===== config.mk =====
export PLATFORM = sky130hd
export DESIGN_NAME = stop_and_wait_arq_sender
export DESIGN_NICKNAME = d
export VERILOG_FILES = /design/src/hdl/sawarq_pkg.sv /design/src/hdl/sawarq_front.sv /design/src/hdl/sawarq_cmd_fifo.sv /design/src/hdl/sawarq_back.sv /design/src/hdl/stop_and_wait_arq_sender.sv
export VERILOG_INCLUDE_DIRS = /design/src /design/src/hdl
export SDC_FILE = /design/constraint.sdc
export NUM_CORES = 1
export LEC_CHECK = 0
export ABC_CLOCK_PERIOD_IN_PS = 4400
export BUFFER_PORTS_ARGS = -buffer_cell sky130_fd_sc_hd__clkbuf_2
export CAP_MARGIN = 20
export CELL_PAD_IN_SITES_DETAIL_PLACEMENT = 1
export CELL_PAD_IN_SITES_GLOBAL_PLACEMENT = 1
export CORE_MARGIN = 3
export CORE_UTILIZATION = 52
export CTS_BUF_LIST = sky130_fd_sc_hd__clkbuf_8
export DETAILED_ROUTE_END_ITERATION = 8
export HOLD_SLACK_MARGIN = 0.05
export PLACE_DENSITY = 0.79
export SLEW_MARGIN = 20
export SYNTH_ARGS = -nofsm -noshare
export SYNTH_HDL_FRONTEND = slang
export SYNTH_HIERARCHICAL = 1
export SYNTH_SLANG_ARGS = --single-unit

===== constraint.sdc =====
create_clock -name aclk -period 4.4 [get_ports aclk]
set_input_delay 0.66 -clock aclk [delete_from_list [all_inputs] [get_ports aclk]]
set_output_delay 0.66 -clock aclk [all_outputs]
set_load 0.01 [all_outputs]

===== src/hdl/stop_and_wait_arq_sender_macros.svh =====
// Assertion helpers shared by the sender modules.
// Every check samples on aclk and is off while aresetn is low.
`ifndef STOP_AND_WAIT_ARQ_SENDER_MACROS_SVH
`define STOP_AND_WAIT_ARQ_SENDER_MACROS_SVH

// Check a property on every clock edge outside reset.
`define SAW_ASSERT(lbl, prop, msg) \
    lbl: assert property (@(posedge aclk) disable iff (!aresetn) prop) else $error(msg);

// Check that a condition never holds.
`define SAW_NEVER(lbl, expr, msg) \
    `SAW_ASSERT(lbl, !(expr), msg)

`endif


===== src/hdl/sawarq_pkg.sv =====
package sawarq_pkg;

    // Default payload length of one packet in bytes
    localparam int PACKET_BYTES_DEF = 32;

    // Frame layout: source id copies, then packet number copies, then payload
    localparam int ID_COPIES = 3;
    localparam int HDR_BYTES = 6;

    // Depth of the frame command queue between front and back
    localparam int CMD_QUEUE_DEPTH = 2;

    // Configuration register indexes
    localparam int CFG_INDEX_W = 1;
    localparam logic [CFG_INDEX_W-1:0] CFG_NODE_ID = 1'b0;
    localparam logic [CFG_INDEX_W-1:0] CFG_DEST_ID = 1'b1;

    // Item kinds carried in s_tuser
    localparam logic ITEM_ACK  = 1'b0;
    localparam logic ITEM_DATA = 1'b1;

    // Packet number constants
    localparam logic [7:0] PNUM_FIRST  = 8'd1;
    localparam logic [7:0] PNUM_MAX    = 8'd255;
    localparam logic [7:0] BEACON_BYTE = 8'h00;

    typedef enum logic {
        MODE_RECEIVE = 1'b0,
        MODE_LOAD    = 1'b1
    } mode_t;

    typedef enum logic {
        BK_IDLE = 1'b0,
        BK_RUN  = 1'b1
    } back_state_t;

    // Two or more of three copies agree
    function automatic logic vote2(input logic a, input logic b, input logic c);
        return (a & b) | (a & c) | (b & c);
    endfunction

endpackage


===== src/hdl/sawarq_front.sv =====
module sawarq_front
    import sawarq_pkg::*;
#(
    parameter int PACKET_BYTES = PACKET_BYTES_DEF,
    localparam int AW = (PACKET_BYTES > 1) ? $clog2(PACKET_BYTES) : 1
) (
    input  logic                   aclk,
    input  logic                   aresetn,
    // configuration writes
    input  logic                   cfg_wr_en,
    input  logic [CFG_INDEX_W-1:0] cfg_index,
    input  logic [7:0]             cfg_wdata,
    // input item
    input  logic                   s_tvalid,
    output logic                   s_tready,
    input  logic                   req_type,
    input  logic [7:0]             ack_dest_0,
    input  logic [7:0]             ack_dest_1,
    input  logic [7:0]             ack_dest_2,
    input  logic [7:0]             ack_num_0,
    input  logic [7:0]             ack_num_1,
    input  logic [7:0]             ack_num_2,
    input  logic [7:0]             data_byte,
    // back side status
    input  logic                   q_full,
    input  logic                   store_busy,
    // frame command push
    output logic                   q_push,
    output logic [7:0]             q_pnum,
    // packet store write
    output logic                   wr_en,
    output logic [AW-1:0]          wr_addr,
    output logic [7:0]             wr_data,
    output logic [7:0]             node_id
);

    mode_t         mode_reg, mode_next;
    logic [7:0]    pnum_reg, pnum_next;
    logic          ack_seen_reg, ack_seen_next;
    logic          beacon_seen_reg, beacon_seen_next;
    logic [AW-1:0] load_idx_reg, load_idx_next;
    logic [7:0]    node_id_reg;
    logic [7:0]    dest_id_reg;

    logic          accept;
    logic          dest_ok;
    logic          next_vote;
    logic          prev_vote;
    logic          beacon_vote;
    logic [7:0]    prev_num;
    logic          take_data;
    logic          take_ack;
    logic          store_full;
    logic          resend;

    // Classify the offered item
    always_comb begin
        prev_num    = pnum_reg - 8'd1;
        dest_ok     = (ack_dest_0 == dest_id_reg) && (ack_dest_1 == dest_id_reg)
                      && (ack_dest_2 == dest_id_reg);
        next_vote   = vote2(ack_num_0 == pnum_reg, ack_num_1 == pnum_reg,
                            ack_num_2 == pnum_reg);
        prev_vote   = vote2(ack_num_0 == prev_num, ack_num_1 == prev_num,
                            ack_num_2 == prev_num);
        beacon_vote = vote2(ack_num_0 == BEACON_BYTE, ack_num_1 == BEACON_BYTE,
                            ack_num_2 == BEACON_BYTE);
        s_tready    = !q_full && !((req_type == ITEM_DATA) && (mode_reg == MODE_LOAD)
                                   && store_busy);
        accept      = s_tvalid && s_tready;
        take_data   = accept && (req_type == ITEM_DATA) && (mode_reg == MODE_LOAD);
        take_ack    = accept && (req_type == ITEM_ACK) && (mode_reg == MODE_RECEIVE)
                      && dest_ok;
        store_full  = load_idx_reg == AW'(PACKET_BYTES - 1);
        resend      = take_ack && !next_vote
                      && (ack_seen_reg ? prev_vote : (beacon_vote && beacon_seen_reg));
    end

    // Next state of the protocol
    always_comb begin
        mode_next        = mode_reg;
        pnum_next        = pnum_reg;
        ack_seen_next    = ack_seen_reg;
        beacon_seen_next = beacon_seen_reg;
        load_idx_next    = load_idx_reg;
        if (take_data) begin
            if (store_full) begin
                load_idx_next = '0;
                mode_next     = MODE_RECEIVE;
            end else begin
                load_idx_next = load_idx_reg + AW'(1);
            end
        end else if (take_ack) begin
            if (next_vote) begin
                ack_seen_next = 1'b1;
                pnum_next     = (pnum_reg == PNUM_MAX) ? PNUM_FIRST : pnum_reg + 8'd1;
                mode_next     = MODE_LOAD;
                load_idx_next = '0;
            end else if (!ack_seen_reg && beacon_vote && !beacon_seen_reg) begin
                beacon_seen_next = 1'b1;
                mode_next        = MODE_LOAD;
                load_idx_next    = '0;
            end
        end
    end

    // Drive store writes and frame requests
    always_comb begin
        wr_en   = take_data;
        wr_addr = load_idx_reg;
        wr_data = data_byte;
        q_push  = (take_data && store_full) || resend;
        q_pnum  = pnum_reg;
        node_id = node_id_reg;
    end

    // Hold protocol state
    always_ff @(posedge aclk) begin
        if (!aresetn) begin
            mode_reg        <= MODE_RECEIVE;
            pnum_reg        <= PNUM_FIRST;
            ack_seen_reg    <= 1'b0;
            beacon_seen_reg <= 1'b0;
            load_idx_reg    <= '0;
        end else begin
            mode_reg        <= mode_next;
            pnum_reg        <= pnum_next;
            ack_seen_reg    <= ack_seen_next;
            beacon_seen_reg <= beacon_seen_next;
            load_idx_reg    <= load_idx_next;
        end
    end

    // Take configuration writes
    always_ff @(posedge aclk) begin
        if (!aresetn) begin
            node_id_reg <= '0;
            dest_id_reg <= '0;
        end else if (cfg_wr_en) begin
            case (cfg_index)
                CFG_NODE_ID: node_id_reg <= cfg_wdata;
                CFG_DEST_ID: dest_id_reg <= cfg_wdata;
                default: ;
            endcase
        end
    end

endmodule


===== src/hdl/sawarq_cmd_fifo.sv =====
`include "stop_and_wait_arq_sender_macros.svh"

module sawarq_cmd_fifo
    import sawarq_pkg::*;
(
    input  logic       aclk,
    input  logic       aresetn,
    input  logic       push,
    input  logic [7:0] push_data,
    input  logic       pop,
    output logic [7:0] pop_data,
    output logic       full,
    output logic       empty
);

    logic [7:0] slot_reg [CMD_QUEUE_DEPTH];
    logic       wr_ptr_reg;
    logic       rd_ptr_reg;
    logic [1:0] count_reg;

    always_comb begin
        full     = count_reg == 2'(CMD_QUEUE_DEPTH);
        empty    = count_reg == 2'd0;
        pop_data = slot_reg[rd_ptr_reg];
    end

    // Store pushed commands
    always_ff @(posedge aclk) begin
        if (push) begin
            slot_reg[wr_ptr_reg] <= push_data;
        end
    end

    // Advance pointers and fill count
    always_ff @(posedge aclk) begin
        if (!aresetn) begin
            wr_ptr_reg <= 1'b0;
            rd_ptr_reg <= 1'b0;
            count_reg  <= 2'd0;
        end else begin
            if (push) begin
                wr_ptr_reg <= ~wr_ptr_reg;
            end
            if (pop) begin
                rd_ptr_reg <= ~rd_ptr_reg;
            end
            if (push && !pop) begin
                count_reg <= count_reg + 2'd1;
            end else if (pop && !push) begin
                count_reg <= count_reg - 2'd1;
            end
        end
    end

    `SAW_NEVER(a_no_overflow, push && full && !pop, "command pushed into full queue")
    `SAW_NEVER(a_no_underflow, pop && empty, "command popped from empty queue")

endmodule


===== src/hdl/sawarq_back.sv =====
`include "stop_and_wait_arq_sender_macros.svh"

module sawarq_back
    import sawarq_pkg::*;
#(
    parameter int PACKET_BYTES = PACKET_BYTES_DEF,
    localparam int AW = (PACKET_BYTES > 1) ? $clog2(PACKET_BYTES) : 1
) (
    input  logic          aclk,
    input  logic          aresetn,
    // packet store write from the front
    input  logic          wr_en,
    input  logic [AW-1:0] wr_addr,
    input  logic [7:0]    wr_data,
    input  logic [7:0]    node_id,
    // frame command queue
    input  logic          q_empty,
    input  logic [7:0]    q_pnum,
    output logic          q_pop,
    output logic          busy,
    // frame byte stream
    output logic          m_tvalid,
    input  logic          m_tready,
    output logic [7:0]    frame_byte,
    output logic          frame_last
);

    localparam int FRAME_LEN = PACKET_BYTES + HDR_BYTES;
    localparam int CW        = $clog2(FRAME_LEN);
    localparam int IW        = CW + 1;

    logic [7:0]    store [PACKET_BYTES];
    logic [7:0]    rd_data_reg;

    back_state_t   state_reg, state_next;
    logic [CW-1:0] cnt_reg, cnt_next;
    logic [7:0]    pnum_reg, pnum_next;
    logic          m_valid_reg, m_valid_next;
    logic [7:0]    m_data_reg, m_data_next;
    logic          m_last_reg, m_last_next;

    logic          advance;
    logic          at_last;
    logic [IW-1:0] idx_next;
    logic [AW-1:0] rd_addr;
    logic [7:0]    cur_byte;

    // Pick the byte at the current frame position and the next store address
    always_comb begin
        advance  = (state_reg == BK_RUN) && (!m_valid_reg || m_tready);
        at_last  = cnt_reg == CW'(FRAME_LEN - 1);
        idx_next = advance ? {1'b0, cnt_reg} + IW'(1) : {1'b0, cnt_reg};
        if (idx_next >= IW'(HDR_BYTES) && idx_next < IW'(FRAME_LEN)) begin
            rd_addr = AW'(idx_next - IW'(HDR_BYTES));
        end else begin
            rd_addr = '0;
        end
        if (cnt_reg < CW'(ID_COPIES)) begin
            cur_byte = node_id;
        end else if (cnt_reg < CW'(HDR_BYTES)) begin
            cur_byte = pnum_reg;
        end else begin
            cur_byte = rd_data_reg;
        end
    end

    // Next state of the frame sequencer
    always_comb begin
        state_next   = state_reg;
        cnt_next     = cnt_reg;
        pnum_next    = pnum_reg;
        m_valid_next = m_valid_reg;
        m_data_next  = m_data_reg;
        m_last_next  = m_last_reg;
        if (m_valid_reg && m_tready) begin
            m_valid_next = 1'b0;
        end
        case (state_reg)
            BK_IDLE: begin
                if (!q_empty) begin
                    state_next = BK_RUN;
                    cnt_next   = '0;
                    pnum_next  = q_pnum;
                end
            end
            BK_RUN: begin
                if (advance) begin
                    m_valid_next = 1'b1;
                    m_data_next  = cur_byte;
                    m_last_next  = at_last;
                    cnt_next     = cnt_reg + CW'(1);
                    if (at_last) begin
                        state_next = BK_IDLE;
                    end
                end
            end
            default: state_next = BK_IDLE;
        endcase
    end

    // Drive queue and stream outputs
    always_comb begin
        q_pop      = (state_reg == BK_IDLE) && !q_empty;
        busy       = state_reg == BK_RUN;
        m_tvalid   = m_valid_reg;
        frame_byte = m_data_reg;
        frame_last = m_last_reg;
    end

    // Packet store with registered read
    always_ff @(posedge aclk) begin
        if (wr_en) begin
            store[wr_addr] <= wr_data;
        end
        rd_data_reg <= store[rd_addr];
    end

    // Hold sequencer and output register
    always_ff @(posedge aclk) begin
        if (!aresetn) begin
            state_reg   <= BK_IDLE;
            m_valid_reg <= 1'b0;
        end else begin
            state_reg   <= state_next;
            m_valid_reg <= m_valid_next;
        end
        cnt_reg    <= cnt_next;
        pnum_reg   <= pnum_next;
        m_data_reg <= m_data_next;
        m_last_reg <= m_last_next;
    end

    `SAW_NEVER(a_no_write_in_frame, wr_en && (state_reg == BK_RUN), "store written during frame")
    `SAW_ASSERT(a_last_marked, advance && at_last |=> m_valid_reg && m_last_reg, "frame end lost")
    `SAW_ASSERT(a_hold_stalled, m_valid_reg && !m_tready |=> m_valid_reg, "stalled byte dropped")

endmodule


===== src/hdl/stop_and_wait_arq_sender.sv =====
// Stop-and-wait ARQ sender.
// Input channel s_*: one item per transfer. s_tuser selects the kind: an ack
// burst (destination and number copies) or one payload byte in s_tdata[55:48].
// Acks are taken in receive mode, payload bytes in load mode; items of the
// other kind are accepted and dropped. Configuration writes (source id, dest
// id) go through cfg_wr_en/cfg_index/cfg_wdata; the user must make them only
// while idle, as the block does not enforce it. Output channel m_*: one frame
// byte per transfer, three source ids, three packet numbers, then PACKET_BYTES
// payload bytes, m_tlast on the final one. Payload bytes load at one per cycle
// while s_tready is high. The byte that fills the store, or an ack that asks
// for a retransmit, queues a frame request; it passes through the queue and
// the sequencer state into the output register, and the frame then streams at
// one byte per cycle while m_tready is high; a frame waiting in the queue
// starts once the sequencer is back in idle. While a frame is queued or
// streaming, payload bytes are held off; acks are still taken until the
// two-entry request queue is full. A stall on m_tready holds the current byte
// and pauses the frame. Reset returns to receive mode with packet number 1,
// clears the request queue and output valid flag; the payload store is not cleared.
module stop_and_wait_arq_sender
    import sawarq_pkg::*;
#(
    parameter int PACKET_BYTES = PACKET_BYTES_DEF
) (
    input  logic                   aclk,
    input  logic                   aresetn,
    // configuration write port
    input  logic                   cfg_wr_en,
    input  logic [CFG_INDEX_W-1:0] cfg_index,
    input  logic [7:0]             cfg_wdata,
    // input stream
    input  logic                   s_tvalid,
    output logic                   s_tready,
    // ack_dest_0, ack_dest_1, ack_dest_2, ack_num_0, ack_num_1, ack_num_2, data_byte
    input  logic [55:0]            s_tdata,
    // req_type
    input  logic                   s_tuser,
    // frame stream
    output logic                   m_tvalid,
    input  logic                   m_tready,
    // frame_byte
    output logic [7:0]             m_tdata,
    // frame_last
    output logic                   m_tlast
);

    localparam int AW = (PACKET_BYTES > 1) ? $clog2(PACKET_BYTES) : 1;

    logic          q_full;
    logic          q_empty;
    logic          q_push;
    logic          q_pop;
    logic [7:0]    q_push_pnum;
    logic [7:0]    q_pop_pnum;
    logic          back_busy;
    logic          store_busy;
    logic          wr_en;
    logic [AW-1:0] wr_addr;
    logic [7:0]    wr_data;
    logic [7:0]    node_id;

    // Store is in use while a frame is queued or streaming
    assign store_busy = !q_empty || back_busy;

    sawarq_front #(
        .PACKET_BYTES(PACKET_BYTES)
    ) u_front (
        .aclk       (aclk),
        .aresetn    (aresetn),
        .cfg_wr_en  (cfg_wr_en),
        .cfg_index  (cfg_index),
        .cfg_wdata  (cfg_wdata),
        .s_tvalid   (s_tvalid),
        .s_tready   (s_tready),
        .req_type   (s_tuser),
        .ack_dest_0 (s_tdata[7:0]),
        .ack_dest_1 (s_tdata[15:8]),
        .ack_dest_2 (s_tdata[23:16]),
        .ack_num_0  (s_tdata[31:24]),
        .ack_num_1  (s_tdata[39:32]),
        .ack_num_2  (s_tdata[47:40]),
        .data_byte  (s_tdata[55:48]),
        .q_full     (q_full),
        .store_busy (store_busy),
        .q_push     (q_push),
        .q_pnum     (q_push_pnum),
        .wr_en      (wr_en),
        .wr_addr    (wr_addr),
        .wr_data    (wr_data),
        .node_id    (node_id)
    );

    sawarq_cmd_fifo u_cmd_fifo (
        .aclk      (aclk),
        .aresetn   (aresetn),
        .push      (q_push),
        .push_data (q_push_pnum),
        .pop       (q_pop),
        .pop_data  (q_pop_pnum),
        .full      (q_full),
        .empty     (q_empty)
    );

    sawarq_back #(
        .PACKET_BYTES(PACKET_BYTES)
    ) u_back (
        .aclk       (aclk),
        .aresetn    (aresetn),
        .wr_en      (wr_en),
        .wr_addr    (wr_addr),
        .wr_data    (wr_data),
        .node_id    (node_id),
        .q_empty    (q_empty),
        .q_pnum     (q_pop_pnum),
        .q_pop      (q_pop),
        .busy       (back_busy),
        .m_tvalid   (m_tvalid),
        .m_tready   (m_tready),
        .frame_byte (m_tdata),
        .frame_last (m_tlast)
    );

endmodule

==> reports/metrics.csv, run 1 <==
metric,value,unit
die_w,178,um
cts_resized,0,
synth_cells,1266,
hp-start,cfg_wdata[4],
min_period,4.04,ns
grt_max_degree,55,
vias,11000,
synth_cell_types,85,
outcome,finished clean,
path_max_fanout,54,
antenna_left,0,
portBuffers,81,
postCtsSetupBuffers,0,
cts_inserted_buffers,56,
grt_pass1_vias,11500,
synth_edf_count,295,
mostFrequentLayoutCells,"edfxtp_1 (295), nand2_1 (199), nand3_1 (84)",
initial_core_util,53.2,%
hold_viol_final,0,
drv_slew,0,
worstSetupStartpointType,flop,
critPathLaunch,u_back/cnt_reg[0],
diodes,0,
globalRouteOverflowTotal,0,
relSlewSlack,29.9,%
setup_ws,0.360,ns
fill_cells,3015,
dieArea,31800,um2
netlist_area,15400,um2
drive_above_1_share,17.5,%
vias_per_cell,6.14,
hold_buffers,0,
cp-end-kind,flop,
path_clk_slew,0.06,ns
clockBufferDepth,3,
fin_crit_sh,91.8,%
max_freq,248,MHz
mostFrequentLayoutCell,edfxtp_1,
syn-num-nets,1345,
syn_avg_cell_area,12.2,um2
vdd_drop_max,0.000628,V
drt-initial-drc-count,1257,
yosysSeqAreaShare,63.4,%
std_cell_rows,62,
nets,1442,
largest_register_ffs,256,
critical_path_required,4.95,ns
p_total,12.6,mW
yosys_warnings,6,
seq_area,9800,um2
core,29000,um2
ios,82,
cts_tree,yes,
multi_input_area,5110,um2
finalSetupViolations,0,
powerDensity,727,nW/um2
hold_class,in2reg,
fin_util,59.6,%
grt_antenna_before_repair,0,
wl_per_cell,24.3,um
r2r_start,u_back/cnt_reg[0],
cts-root-buf,clkbuf_8,
cp.arrival,4.59,ns
place_congestion,0.889,
clk_latency,0.61,ns
dp_hpwl,28600,um
htreeDepth,2,
fin_tns_setup,0,ns
cts_sinks,342,
grt_pass1_wl,66200,um
wl,43600,um
synth-main-ff-cell,edfxtp_1,
worst-setup-path-type,reg2reg,
first_pass_iters,6,
fin_skew,0.0303,ns
cap_violations,0,
area_delta_synth_final,11.9,%
die_height,178,um
rsz0062_at_grt,false,
p_leak,6.08,nW
post-place-ws,0.123,ns
drc,0,
ys_ff_latch,342,
synthArstFlopShare,0,%
track_usage,27.4,%
timing.hold.ws,0.318,ns
tightestPinTransition,1.04,ns
[Yosys cell counts (4+ instances only)]
master / count / area (um2)
xor2_1: 17 / 149
o211ai_1: 6 / 45.0
buf_4: 15 / 113
mux2i_1: 18 / 180
o2111ai_1: 5 / 43.8
buf_2: 34 / 170
a211oi_1: 8 / 60.1
a21oi_1: 63 / 315
xnor2_1: 37 / 324
nand2b_1: 11 / 68.8
or3_1: 6 / 37.5
edfxtp_1: 295 / 8860
o22ai_1: 19 / 119
nand3b_1: 5 / 37.5
dfxtp_1: 47 / 941
nor3_1: 18 / 90.1
clkbuf_8: 5 / 68.8
buf_6: 7 / 78.8
nor4_1: 11 / 68.8
a32oi_1: 6 / 52.6
o221ai_1: 32 / 280
inv_1: 11 / 41.3
nand3_1: 84 / 420
ha_1: 8 / 100
and3_1: 21 / 131
mux2_2: 21 / 236
nand2_1: 200 / 751
o21a_1: 4 / 30.0
nand4_1: 13 / 81.3
o21ai_0: 38 / 190
xnor3_1: 4 / 90.1
a221oi_1: 6 / 52.6
clkbuf_1: 23 / 86.3
nor2b_1: 6 / 37.5
nor2_1: 66 / 248
a311oi_1: 7 / 61.3
and4_1: 9 / 78.8
and2_1: 9 / 56.3
[power by group]
part / switching [mW] / leakage, nW / internal, mW / total (mW)
Clock: 1.28 / 0.625 / 1.41 / 2.68
Sequential: 0.151 / 3.07 / 3.75 / 3.90
Combinational: 3.92 / 2.39 / 2.08 / 5.99
[per-layer routing]
layer	global-route usage (%)	share of wire, %	up-vias
met3	3.72	5.5	94
met1	38.0	43	5570
met2	44.7	49	384
met4	9.71	3.1	0
li1	-	-	4971
met5	0	0	-
[final cells by class]
cell class                 count  area share, %
clock inverter                47           1.66
tap                          384           2.78
timing repair buffer         124           4.43
multi-input combinational    827           29.6
inverter                      12          0.261
sequential                   342           56.7
clock buffer                  58           4.62
[logic make-up after synthesis]
logic type,count (synthesis),synth area share (%)
compound gates,232,10.3
xor+xnor,59,3.81
fa+ha+maj,10,0.802
buf+inv,97,3.66
flops,342,63.4
mux,40,2.79
simple gates,486,15.3
[stage by stage]
stage	instances	cell area (um2)
CTS	1794	17300
finish	1794	17300
detailed placement	1689	16200
floorplan	1266	15400
global placement	1689	16200
global route	1794	17300
[worst max-delay path, cell delays in order (launching register included)]
cell,delay [ns]
edfxtp_1,0.40
ha_1,0.40
nand3_1,0.16
and2_1,0.19
ha_1,0.29
and2_1,0.19
o2111ai_1,0.24
and2_4,0.24
mux2i_4,0.30
buf_12,0.28
o221ai_1,0.20
and3_1,0.26
o21ai_0,0.51
and4_1,0.28
[final timing paths]
path	endpoint	slack, ns	cells past startpoint
setup / recovery	u_back/rd_data_reg[1]	0.36	13
hold / removal	u_front/node_id[4]	0.32	3
setup reg to reg	u_back/rd_data_reg[1]	0.36	13
hold reg to reg	u_front/node_id[7]	0.46	2
(Power assumes the default switching activity.)
==> inputs of run 2 (changes only) <==
- RECOVER_POWER: not set -> 100
==> run 2 against run 1 <==
Compared with the run above: the flow now finishes with violations (max-capacitance violations, max-slew violations); non-clock buffer count stayed put; critical endpoint is now u_back/rd_data_reg[3]; largest cell class unchanged; sequential share of layout area is 0.36 points higher; global-route usage stayed put; die area stayed put; utilization is 0.38 points lower.
==> reports/metrics.csv, run 2 (synthesized netlist as in run 1, its figures left out) <==
metric,value,unit,change
globalRouteOverflowTotal,0,,unchanged
cts_tree,yes,,
fin_crit_sh,91.5,%,-0.32 points
p_total,12.5,mW,-0.45%
wl,43600,um,about the same
die_height,178,um,unchanged
violations,"max-capacitance violations, max-slew violations",,
grt_pass1_vias,11500,,unchanged
path_buf_inv,1,,unchanged
drive_above_1_share,14.6,%,-2.9 points
swShare,42.5,%,about the same
path_clk_slew,0.06,ns,about the same
grt_max_degree,55,,unchanged
r2r_start,u_back/cnt_reg[0],,
outcome,finished with violations,,
p_seq_share,31.1,%,about the same
first_pass_iters,5,,-1
cp_slowest_cell,mux2_2,,
vias,11100,,+0.61%
clk_latency,0.61,ns,about the same
area_delta_synth_final,11.2,%,
grt_pass1_wl,66200,um,unchanged
cp-end-kind,flop,,
dp_hpwl,28600,um,unchanged
core,29000,um2,unchanged
cpPeakStageDelay,0.77,ns,+0.26 ns
rsz0062_at_grt,false,,
timing.hold.ws,0.321,ns,+0.00270 ns
drv_slew,281,,+281
finalSetupViolations,0,,unchanged
holdPathStages,3,,unchanged
wl_per_cell,24.3,um,about the same
relSlewSlack,-43.1,%,-73 points
cts_sinks,342,,unchanged
p_sw,5.32,mW,-0.45%
r2r_cells,14,,+1
drc,0,,unchanged
powerDensity,729,nW/um2,+0.18%
fin_util,59.2,%,-0.38 points
worst-setup-path-type,reg2reg,,
hold_viol_final,0,,unchanged
nets,1442,,unchanged
fin_tns_setup,0,ns,unchanged
postCtsSetupBuffers,0,,unchanged
htreeDepth,2,,unchanged
path_max_fanout,36,,-33%
cts_resized,0,,unchanged
cap_violations,9,,+9
cp.arrival,4.57,ns,-0.02 ns
worstSetupStartpointType,flop,,
antenna_left,0,,unchanged
vias_per_cell,6.18,,+0.61%
die_w,178,um,unchanged
clockBufferDepth,3,,unchanged
initial_core_util,53.2,%,unchanged
diodes,0,,unchanged
critPathLaunch,u_back/cnt_reg[0],,
mostFrequentLayoutCell,edfxtp_1,,
critical_path_required,4.94,ns,about the same
p_leak,5.95,nW,-2.1%
clkPwrFrac,21.5,%,+0.2 points
grt_antenna_before_repair,0,,unchanged
mostFrequentLayoutCells,"edfxtp_1 (295), nand2_1 (199), nand3_1 (85)",,
p_comb_share,47.4,%,-0.2 points
hp-start,cfg_wdata[4],,
vdd_drop_max,0.000622,V,-0.96%
path_depth,14,,+1
max_freq,248,MHz,+0.35%
track_usage,27.4,%,unchanged
place_congestion,0.889,,unchanged
portBuffers,81,,unchanged
cts-root-buf,clkbuf_8,,
path_cells,ha_1 -> nand3_1 -> and2_0 -> ha_1 -> a21oi_1 -> o2111ai_1 -> and2_4 -> mux2_2 -> buf_4 -> nand2_1 -> nand3_1 -> nand2_1 -> a32oi_1 -> and4_1,,
fin_skew,0.0256,ns,-0.00467 ns
hold_class,in2reg,,
dieArea,31800,um2,unchanged
intPower,7.20,mW,-0.46%
critPathTopFamily,simple AND/OR/NAND/NOR gates,,
hold_buffers,0,,unchanged
ios,82,,unchanged
largest_register_ffs,256,,unchanged
std_cell_rows,62,,unchanged
tightestPinTransition,2.13,ns,+1.09 ns
drt-initial-drc-count,1383,,+10%
min_period,4.03,ns,-0.0140 ns
cts_inserted_buffers,56,,unchanged
-- run 2: changes by cell type in the layout (fill, tap and decap cells not counted), moves of 2 or more --
cell,change
and2_0,+6
clkbuf_1,+34
mux2_1,+2
clkbuf_2,-20
mux2_2,-2
or2_2,-2
buf_4,-14
or2_0,+2
and2_1,-6
-- run 2: final timing paths --
check,slack (ns),endpoint
worst max-delay path,0.37,u_back/rd_data_reg[3]
worst min-delay path,0.32,u_front/node_id[4]
worst max register to register,0.37,u_back/rd_data_reg[3]
worst min register to register,0.46,u_front/node_id[7]
-- run 2: layer usage --
metal,up-vias,global-route usage [%],wire [um]
li1,4978,-,-
met1,5586,38.0,18300
met2,423,44.7,21200
met3,99,3.72,2780
met4,0,9.71,1340
met5,-,0,0
-- run 2: cell type report --
cell class                 count  area (um2)
fill                        3035       11800
sequential                   342        9800
multi-input combinational    827        5080
clock buffer                  58         798
timing repair buffer         124         688
tap                          384         480
clock inverter                47         288
inverter                      12        45.0
-- run 2: per-stage QoR --
step / setup slack [ns] / std cells / instance area (um2)
floorplan: 0.580 / 1266 / 15400
CTS: 0.474 / 1794 / 17300
finish: 0.374 / 1794 / 17200
detailed placement: 0.123 / 1689 / 16200
global route: 0.162 / 1794 / 17200
global placement: 0.283 / 1689 / 16200
-- run 2: power groups by stage --
stage,Clock [mW],Sequential (mW),Combinational (mW)
3_5_place_dp,0,3.96,5.80
6_report,2.69,3.90,5.93
4_1_cts,2.73,3.90,5.87
2_1_floorplan,0,3.89,3.94
3_3_place_gp,0,3.96,5.55
5_1_grt,2.88,3.91,6.35
-- run 2: worst register-to-register path, stage by stage (launching register included) --
cell and delay, ns:
edfxtp_1 0.40, ha_1 0.40, nand3_1 0.17, and2_0 0.20
ha_1 0.29, a21oi_1 0.20, o2111ai_1 0.19, and2_4 0.22
mux2_2 0.77, buf_4 0.38, nand2_1 0.09, nand3_1 0.10
nand2_1 0.06, a32oi_1 0.26, and4_1 0.25
